===== src/assert_macros.svh =====
// ----------------------------------------------------------------------------
// Assertion macros
// Shared concurrent assertion forms, clocked on clock and disabled in reset.
// ----------------------------------------------------------------------------
`ifndef ASSERT_MACROS_SVH
`define ASSERT_MACROS_SVH

// A property that must hold at every clock edge outside reset.
`define APF_ASSERT(label, prop, msg) \
   label: assert property (@(posedge clock) disable iff (reset) (prop)) else $error(msg);

// A consequence that must hold in the same cycle as its antecedent.
`define APF_ASSERT_IMPL(label, ante, cons, msg) \
   label: assert property (@(posedge clock) disable iff (reset) (ante) |-> (cons)) else $error(msg);

`endif


===== src/apf_pkg.sv =====
// ----------------------------------------------------------------------------
// apf_pkg
// Types and constants shared by the aging packet FIFO modules.
// ----------------------------------------------------------------------------
package apf_pkg;

   localparam int OP_W   = 3;
   localparam int ID_W   = 16;
   localparam int HDR_W  = 32;
   localparam int TIME_W = 32;
   localparam int OCC_W  = 6;
   localparam int DROP_W = 32;
   localparam int CSR_W  = 32;
   localparam int ADDR_W = 3;

   localparam logic [OP_W-1:0] OP_ENQUEUE = 3'd0;
   localparam logic [OP_W-1:0] OP_DEQUEUE = 3'd1;
   localparam logic [OP_W-1:0] OP_PEEK    = 3'd2;
   localparam logic [OP_W-1:0] OP_FLUSH   = 3'd3;
   localparam logic [OP_W-1:0] OP_REMOVE  = 3'd4;
   localparam logic [OP_W-1:0] OP_STATUS  = 3'd5;

   localparam logic KIND_RESP = 1'b0;
   localparam logic KIND_DROP = 1'b1;

   localparam logic REG_MAX_SIZE  = 1'b0;
   localparam logic REG_MAX_DELAY = 1'b1;

   localparam logic [OCC_W-1:0]  MAX_SIZE_RST  = 6'd63;
   localparam logic [TIME_W-1:0] MAX_DELAY_RST = 32'd500000;

   typedef enum logic [1:0] {
      ST_IDLE,
      ST_SCAN,
      ST_OP,
      ST_HEAD
   } state_type;

   typedef struct packed {
      logic [ID_W-1:0]   id;
      logic [HDR_W-1:0]  hdr;
      logic [TIME_W-1:0] stamp;
   } entry_type;

   // Status seen by the sequencer.
   typedef struct packed {
      logic            accept;
      logic [OP_W-1:0] new_op;
      logic [OP_W-1:0] op;
      logic            scan_done;
      logic            has_entry;
   } stat_type;

   // Phase strobes from the sequencer to the datapath.
   typedef struct packed {
      logic scan_init;
      logic scan;
      logic op_cycle;
      logic head_cycle;
      logic busy;
   } ctrl_type;

endpackage


===== src/apf_ctrl.sv =====
// ----------------------------------------------------------------------------
// apf_ctrl
// Operation sequencer: compaction scan, operation step and head read.
// ----------------------------------------------------------------------------
module apf_ctrl (
   input  logic              clock,
   input  logic              reset,
   input  apf_pkg::stat_type stat,
   output apf_pkg::ctrl_type ctrl
);

   import apf_pkg::*;

   state_type state_ff;
   state_type state_in;

   function automatic logic needs_scan(input logic [OP_W-1:0] op);
      begin
         return (op == OP_ENQUEUE) || (op == OP_DEQUEUE) || (op == OP_PEEK) ||
                (op == OP_REMOVE);
      end
   endfunction

   always_ff @(posedge clock) begin
      if (reset) begin
         state_ff <= ST_IDLE;
      end else begin
         state_ff <= state_in;
      end
   end

   always_comb begin
      state_in = state_ff;
      case (state_ff)
         ST_IDLE: begin
            if (stat.accept) begin
               state_in = needs_scan(stat.new_op) ? ST_SCAN : ST_OP;
            end
         end
         ST_SCAN: begin
            if (stat.scan_done) begin
               state_in = ST_OP;
            end
         end
         ST_OP: begin
            if (((stat.op == OP_DEQUEUE) || (stat.op == OP_PEEK)) && stat.has_entry) begin
               state_in = ST_HEAD;
            end else begin
               state_in = ST_IDLE;
            end
         end
         ST_HEAD: begin
            state_in = ST_IDLE;
         end
         default: begin
            state_in = ST_IDLE;
         end
      endcase
   end

   always_comb begin
      ctrl = '0;
      case (state_ff)
         ST_IDLE: begin
            ctrl.scan_init = stat.accept;
         end
         ST_SCAN: begin
            ctrl.scan = 1'b1;
            ctrl.busy = 1'b1;
         end
         ST_OP: begin
            ctrl.op_cycle = 1'b1;
            ctrl.busy     = 1'b1;
         end
         ST_HEAD: begin
            ctrl.head_cycle = 1'b1;
            ctrl.busy       = 1'b1;
         end
         default: begin
            ctrl = '0;
         end
      endcase
   end

endmodule


===== config.mk =====
export PLATFORM = sky130hd
export DESIGN_NAME = apf_ctrl
export DESIGN_NICKNAME = d
export VERILOG_FILES = /design/src/assert_macros.svh /design/src/apf_pkg.sv /design/src/apf_ctrl.sv
export SDC_FILE = /design/constraint.sdc
export NUM_CORES = 1
export LEC_CHECK = 0
export ABC_AREA = 1
export BUFFER_PORTS_ARGS = -buffer_cell sky130_fd_sc_hd__buf_4
export CAP_MARGIN = 20
export CELL_PAD_IN_SITES_DETAIL_PLACEMENT = 0
export CELL_PAD_IN_SITES_GLOBAL_PLACEMENT = 2
export CORE_MARGIN = 2
export CORE_UTILIZATION = 15
export CTS_BUF_LIST = sky130_fd_sc_hd__clkbuf_8
export CTS_CLUSTER_SIZE = 10
export DETAILED_ROUTE_END_ITERATION = 6
export PLACE_DENSITY = 0.76
export SETUP_SLACK_MARGIN = 0.15
export SYNTH_ARGS = -nofsm -noshare
export SYNTH_HDL_FRONTEND = slang
export SYNTH_SLANG_ARGS = --single-unit

===== constraint.sdc =====
create_clock -name clock -period 1.1 [get_ports clock]
set_input_delay 0.165 -clock clock [delete_from_list [all_inputs] [get_ports clock]]
set_output_delay 0.165 -clock clock [all_outputs]
set_load 0.02 [all_outputs]

==> results of run 1 <==
layout make-up:
cell class / count / area, sq um / area share, %
multi-input combinational: 24 / 138 / 30.4
timing repair buffer: 18 / 158 / 34.8
sequential: 2 / 45.0 / 9.94
inverter: 14 / 52.6 / 11.6
clock buffer: 3 / 41.3 / 9.12
tap: 15 / 18.8 / 4.14
power by group through the flow:
stage          Clock, uW  Sequential [uW]  Combinational, uW
2_1_floorplan          0             89.5                100
3_3_place_gp           0             91.5                173
3_5_place_dp           0             91.1                171
4_1_cts              293             94.2                208
5_1_grt              304              101                249
6_report             284             98.0                225
cells by family (layout without fill, tap and decap cells):
family          after synthesis  after routing  synth area share (%)
buf+inv                      14             35                  26.2
simple gates                 22             22                  45.6
compound gates                2              2                  8.13
flops                         2              2                  20.0
metrics by stage:
stage | setup slack [ps] | power [uW] | hold WS (ps)
6_report | 38.2 | 606 | 116
5_1_grt | -16.7 | 654 | 116
4_1_cts | 13.3 | 596 | 114
3_5_place_dp | 136 | 262 | 339
3_3_place_gp | 132 | 265 | 339
2_1_floorplan | 184 | 190 | 227
cell usage in the layout (no fill, tap or decap), drive strengths merged:
cell type	synthesis	routed
inv	14	14
dfxtp	2	2
nand2	15	15
nor3b	1	1
buf	0	18
nor2	6	6
a21oi	1	1
o211ai	1	1
clkbuf	0	3
how the worst max path moves through the flow:
| stage | startpoint | to | slack, ps |
|---|---|---|---|
| final | state_ff[0] | ctrl[4] | 40 |
| after detailed placement | state_ff[0] | ctrl[4] | 140 |
| after global placement | state_ff[0] | ctrl[4] | 130 |
| after floorplan | state_ff[0] | ctrl[4] | 180 |
| after CTS | state_ff[1] | ctrl[4] | 10 |
| after global routing | state_ff[0] | ctrl[4] | -20 |
worst reg2reg max path, delay by kind of cell (launching register included):
kind	cells	cell delay [ps]
buf+inv	4	260
flops	1	370
compound gates	1	80
simple gates	2	150
layer usage:
metal  share of wire [%]  vias up  GRT usage, %
met3                  11        0          3.33
li1                    -      154             -
met4                   0        0          7.50
met2                  49       10          11.9
met1                  39       98          8.12
met5                   0        -             0
repair_timing:
item	CTS	global route
gates resized for setup	9	9
buffers inserted	3	0
pin swaps	1	3
endpoints found under the setup margin	6	7
==> results.md, run 1 <==
- In this run the critical register-to-register path is captured at state_ff[1].
- The register with the most flip-flops in the layout has 2 of them.
- The highest cell delay on the worst timing path is 330 ps.
- 16 I/O pins were placed.
- The max capacitance violation total is 0.
- The worst hold path begins at reset.
- Once detailed placement completed, the half-perimeter wirelength came to 395 um.
- After clock tree synthesis, the flow added hold-fix buffers numbering 0.
- The achievable frequency is 942 MHz.
- The fraction of power consumed by combinational cells is 37.0%.
- The first global-routing pass estimated 814 um of wire.
- The area of all placed cells without fillers is 453 sq um.
- The finished layout holds 76 standard cells, fillers aside.
- The final-report max-slew violation count was 0.
- The internal reg-to-reg setup slack is 140 ps.
- For this run, the leading register cell type out of synthesis is dfxtp_1.
- The first detailed-routing pass took 2 iterations.
- The ratio of cells with drive above 1 in the final layout is 57.4%.
- The x dimension of the die is 40.5 um.
- The top cell type's share of synthesized area is 28.1%.
- For the pin with the worst max-slew slack, the measured transition is 169 ps.
- The worst setup path is of the flip-flop to output pin kind.
- The critical path's slowest cell is dfxtp_2.
- Dividing the synthesized area by the synthesized cell count gives 5.00 sq um.
- Summing every instance area after synthesis gives 200 sq um.
- The worst relative slew slack is 88.7%.
- The number of H-tree levels is 1.
- The detailed router finished its first iteration with 5 violations.
- Across all layers, the routed design uses 262 vias.
- The critical register-to-register path startpoint is state_ff[1].
- The endpoint of the worst hold path is state_ff[0].
- The share of total power dissipated in the clock network is 46.8%.
- In the synthesized netlist, the cells that appear most often are nand2_1 (15), inv_1 (13), nor2_1 (6).
- At the end of the flow the core is filled with cells to 35.7%.
- The clock input transition at the sequential cells of the worst setup and hold paths is 30 ps.
- The routed length per placed instance is 7.01 um.
- The data required time at the worst endpoint is 940 ps.
- The Yosys warning count is 0.
- The total routing resource utilization after global routing is 7.92%.
- After routing, the total negative slack on setup checks comes to 0 ps.
- The data arrival time of the worst path is 900 ps.
- The number of synthesized register bits is 2.
- Setup repair after global routing could not meet its margin everywhere.
- The type of element capturing the critical path is an output pin.
- The part of the total power dissipated in sequential elements is 16.2%.
- The total number of placement rows is 13.
- The number of gates on the worst path with buffers counted is 4.
- The worst hold path passes through 2 cells.
- The initial antenna violation count is 0.
- The number of antenna diodes in the final layout is 0.
- The leftover overflow at the end of global routing is 0.
- The largest vdd supply drop is 0.000472 V.
- The clock sink count is 2.
- After synthesis, the share of flip-flops with an asynchronous set or reset is 0%.
- The post-layout net count is 74.
- The total internal power is 433 uW.
- In this run the power density over the cells is 1340 mW/mm^2.
- The most repeated cell in the gate-level netlist after synthesis is nand2_1.
- The library cell used as clock root buffer is clkbuf_8.
- After detailed placement, the total cell area comes to 339 sq um.
- The family with the most delay on the worst path is flip-flops.
- The number of clock buffers added by TritonCTS is 3.
- Counting every net in the synthesized netlist gives 51.
- From synthesis to final layout, the design area changed by 126%.
- In this run switching power makes up 28.5% of total power.
- The floorplan core area is 0.00127 sq mm.
- The clock period minus worst slack is 1060 ps.
- The global placement routability congestion is 0.691.
- The startpoint kind of the worst setup timing path is a flip-flop.
- In this run the worst path has a maximum fanout of 4.
- The net switching component of the power is 173 uW.
- In the final layout, the registers with the most flip-flops are state_ff: 2 flops.
- The number of hold-slack violations in the final timing report came to 0.
- The flow ran to the end, and the final reports show no timing, DRC or antenna violations.
- The top register by number of flip-flops is state_ff.
- Entering global routing, the biggest net connects 6 pins.
- The number of routed nets with antenna violations is 0.
- TritonCTS built the clock tree.
- For this configuration, the core starts out at a cell density of 15.8%.
- Counting tap cells, the placed design contains a total of 70 instances.
- The largest total area in the synthesized netlist belongs to nand2_1.
- The number of instances in the synthesized netlist is 40.
- In the post-synthesis netlist, the biggest area contributors are nand2_1 (28%), inv_1 (24%), dfxtp_1 (20%), nor2_1 (11%), nor3b_2 (6.3%).
- The number of distinct standard cells referenced by the synthesized netlist is 8.
- Dividing the final minimum period by the clock period gives 96.5%.
- For this design the static power due to leakage is 0.000267 uW.
- The routed wire length is 533 um.
- Across the routed clock network, the largest skew measured is 0.930 ps.
- Traced cell by cell, the critical path runs through nor2_4 -> inv_2 -> nor2_4 -> buf_6.
- The overall die area is 0.00164 sq mm.
- Port buffering added 15 buffers.
- The clock passes through at most 2 buffers.
- The via count of the first global-routing pass is 233.
- The insertion delay to the later sink of the worst-skew pair is 210 ps.
- The most frequent cell on the critical path is nor2_4.
- Setup violations remaining at the end of the flow were counted as 0.
- The type of the tightest min-delay check is input pin to flip-flop.
- Yosys mapped a number of flops with a built-in enable equal to 0.
- The filler cell count in the final layout is 140.
- The number of cells traversed by the worst register-to-register path is 7.
- Counting both buffers and inverters, the worst setup path holds a total of 2.
- The detailed-route vias per instance is 3.45.
- For this run, design rule violations remaining after detail routing come to 0.
- The share of synthesized area occupied by flip-flops and latches is 20.0%.
- The y dimension of the die is 40.5 um.
No activity file was read; power rests on OpenSTA's default activity.
==> run 2, diff against run 1 <==
--- a/config.mk
+++ b/config.mk
@@ -11,11 +11,11 @@
 export CELL_PAD_IN_SITES_DETAIL_PLACEMENT = 0
 export CELL_PAD_IN_SITES_GLOBAL_PLACEMENT = 2
 export CORE_MARGIN = 2
-export CORE_UTILIZATION = 15
+export CORE_UTILIZATION = 13
 export CTS_BUF_LIST = sky130_fd_sc_hd__clkbuf_8
 export CTS_CLUSTER_SIZE = 10
 export DETAILED_ROUTE_END_ITERATION = 6
-export PLACE_DENSITY = 0.76
+export PLACE_DENSITY = 0.7
 export SETUP_SLACK_MARGIN = 0.15
 export SYNTH_ARGS = -nofsm -noshare
 export SYNTH_HDL_FRONTEND = slang
==> constraint.sdc (replaced) <==
create_clock -name clock -period 0.8 [get_ports clock]
set_input_delay 0.16 -clock clock [delete_from_list [all_inputs] [get_ports clock]]
set_output_delay 0.16 -clock clock [all_outputs]
set_load 0.02 [all_outputs]
==> run 2 against run 1 <==
  * Clock-buffer cell count unchanged
  * Largest power group unchanged
  * Sequential power increased by 37%
  * Clock skew about the same
  * Worst hold slack got worse by 6.6 ps
  * Sequential share of layout area decreased by 0.63 points
  * Die area increased by 14%
  * Core utilization decreased by 1.0 points
  * Clock power increased by 38%
  * Flip-flop and latch count unchanged
  * Routed wire length increased by 2.3%
  * Setup slack got worse by 340 ps
  * The run now ends with setup timing left
==> results.md, run 2 (synthesized netlist as in run 1, its figures left out) <==
- The run finished, with violations left.
- The final reports fail on setup timing.
- The effective utilization at floorplan was 13.6% (-2.2 points).
- Timing would allow up to 911 MHz.
- The x dimension of the die was 43.2 um (+6.7%).
- The number of DRC markers in iteration 0 was 9 (+4).
- The final period utilization is 137%.
- The critical register-to-register path startpoint is state_ff[1].
- The insertion delay to the later sink of the worst-skew pair came to 210 ps (about the same).
- The global-route wire length before repair was 876 um (+7.6%).
- The CTS buffer count is 3 (unchanged).
- In this run the worst setup path terminates at ctrl[4].
- The total routing resource utilization after global routing is 7.08% (-0.84 points).
- The most frequent cell on the critical path is nor2_4.
- The flip-flop count of the largest register after layout was 2 (unchanged).
- The via count of the first global-routing pass is 251 (+7.7%).
- The total number of vias is 291 (+11%).
- The met3 routing resource usage after global routing is 2.98% (-0.35 points).
- The number of cells traversed by the worst register-to-register path is 7 (unchanged).
- The largest registers in the layout are state_ff: 2 flops.
- The data required time at the worst endpoint is 640 ps (-300 ps).
- The post-layout net count is 76 (+2.7%).
- The count of buffers from port buffering is 15 (unchanged).
- The ratio of cells with drive above 1 in the final layout came to 65.1% (+7.7 points).
- The TritonCTS clock tree is yes.
- The final total power is 901 uW (+49%).
- In this run the worst setup path begins at state_ff[1].
- The number of endpoints failing setup at the final stage is 7 (+7).
- The worst-case clock buffer depth is 2 (unchanged).
- The clock input transition at the sequential cells of the worst setup and hold paths is 30 ps (about the same).
- The maximum fanout along the worst path is 3 (-1).
- The switching power as a share of total power was 29.5% (+1.0 points).
- The smallest clock period supported by the final layout is computed as 1100 ps.
- The global placement routability congestion is 0.702 (+1.5%).
- The part of the total power dissipated in sequential elements is 14.9% (-1.3 points).
- The final core utilization is 34.7% (-1.0 points).
- The library cells used most frequently in the layout, excluding fill and tap cells, are nand2_1 (12), buf_4 (12), inv_1 (7), buf_6 (7), inv_2 (5).
- The number of hold-slack violations in the final timing report came to 0 (unchanged).
- The clock tree skew after final layout is 1.08 ps (+0.149 ps).
- The met1 usage in global routing is 5.85% (-2.3 points).
- The leftover overflow at the end of global routing came to 0 (unchanged).
- The number of buffers and inverters on the critical path was 2 (unchanged).
- The net switching component of the power is 266 uW (+54%).
- The signal on the critical path passes through nor2_4 -> inv_2 -> nor2_4 -> buf_6.
- The post-DP HPWL is 404 um (+2.3%).
- The data arrival time of the worst path is 940 ps (+40 ps).
- The pin slew with the least headroom to its limit was 169 ps (-0.0648 ps).
- The clock sink count is 2 (unchanged).
- The initial antenna violation count is 0 (unchanged).
- state_ff holds more flip-flops than any other register.
- The routed wire length came to 545 um (+2.3%).
- The detailed-route vias per instance came to 3.68 (+6.9%).
- The internal reg-to-reg setup slack is -210 ps (-350 ps).
- The aggregate negative setup slack is -1790 ps (-1790 ps).
- The type of the tightest min-delay check is input pin to flip-flop.
- The post-detailed-route DRC marker count is 0 (unchanged).
- Setup repair after global routing could not meet its margin everywhere.
- The antenna diode instance count is 0 (unchanged).
- The leakage component of the power was 0.000297 uW (+11%).
- The clock power share was 43.6% (-3.2 points).
- The floorplan core area was 0.00147 sq mm (+16%).
- The number of top-level pins came to 16 (unchanged).
- The met2 demand-to-capacity share in global routing is 10.1% (-1.8 points).
- The pin count of the biggest net entering global routing was 6 (unchanged).
- STA classifies the critical path startpoint as a flip-flop.
- The endpoint of the most critical register-to-register path is state_ff[0].
- The number of H-tree levels is 1 (unchanged).
- The overall die area was 0.00187 sq mm (+14%).
- Compared with the post-synthesis result, the final layout area differs by 155%.
- The global routing stage identified its most utilized layer as met4.
- The library cell used as clock root buffer is clkbuf_8.
- The total number of placement rows is 14 (+1).
- The filler cell count in the final layout is 173 (+24%).
- The family with the most delay on the worst path is flip-flops.
- The fraction of power consumed by combinational cells was 41.5% (+4.5 points).
- The final-report max-slew violation count came to 0 (unchanged).
- The count of TritonRoute iterations in the first routing pass came to 4 (+2).
- The post-layout worst setup margin came to -298 ps (-337 ps).
- The startpoint-to-endpoint class of the critical path is flip-flop to output pin.
- The worst relative slew slack was 88.7% (about the same).
- The y dimension of the die is 43.2 um (+6.7%).
- The total internal power is 635 uW (+46%).
- The number of gates on the worst path with buffers counted was 4 (unchanged).
- The largest vdd supply drop is 0.000631 V (+34%).
- The routed length per placed instance is 6.90 um (-1.6%).
- The max capacitance violation total is 0 (unchanged).
- The number of routed nets with antenna violations came to 0 (unchanged).
- The type of element capturing the critical path is an output pin.
- The highest cell delay on the worst timing path was 350 ps (+20 ps).
- The power per standard cell area is 1760 mW/mm^2 (+32%).
- The largest individual stage delay along the critical path comes from the cell dfxtp_4.
==> run 2: per-stage QoR <==
stage	setup WS (ps)	hold slack [ps]	cell area, sq um	cells
detailed placement	-107	328	355	71
CTS	-298	106	458	77
global placement	-132	329	355	71
floorplan	-39.9	215	223	40
finish	-298	110	510	79
global route	-346	113	510	79
==> run 2: layout make-up <==
| cell class | instances | area, sq um | area share [%] |
|---|---|---|---|
| timing repair buffer | 20 | 189 | 37.0 |
| sequential | 2 | 47.5 | 9.31 |
| clock buffer | 3 | 41.3 | 8.09 |
| tap | 16 | 20.0 | 3.92 |
| multi-input combinational | 24 | 155 | 30.4 |
| inverter | 14 | 57.6 | 11.3 |
==> run 2: how the worst min path moves through the flow <==
stage | start | endpoint | slack [ps] | cells past startpoint
3_3_place_gp | reset | state_ff[0] | 330 | 2
3_5_place_dp | reset | state_ff[0] | 330 | 2
2_1_floorplan | reset | state_ff[0] | 220 | 1
6_report | reset | state_ff[0] | 110 | 2
5_1_grt | reset | state_ff[0] | 110 | 2
4_1_cts | reset | state_ff[0] | 110 | 2
==> run 2: repair_timing <==
action,4_1_cts,5_1_grt
setup endpoints to repair,7,7
resized for setup,14,7
hold buffers,0,0
buffers inserted,3,2
pin swaps,1,3
==> run 2: power groups by stage <==
stage          sequential [uW]  combinational [uW]  clock [uW]
2_1_floorplan              132                 149           0
3_3_place_gp               137                 249           0
3_5_place_dp               136                 248           0
4_1_cts                    134                 313         407
5_1_grt                    136                 405         414
6_report                   134                 374         393
==> run 2: metal layers <==
| layer | part of all wire [%] | wire length (um) | up-vias |
|---|---|---|---|
| met1 | 31 | 168 | 121 |
| met5 | 0 | 0 | - |
| met4 | 4.6 | 25 | 0 |
| li1 | - | - | 156 |
| met3 | 9.5 | 52 | 4 |
| met2 | 55 | 299 | 10 |
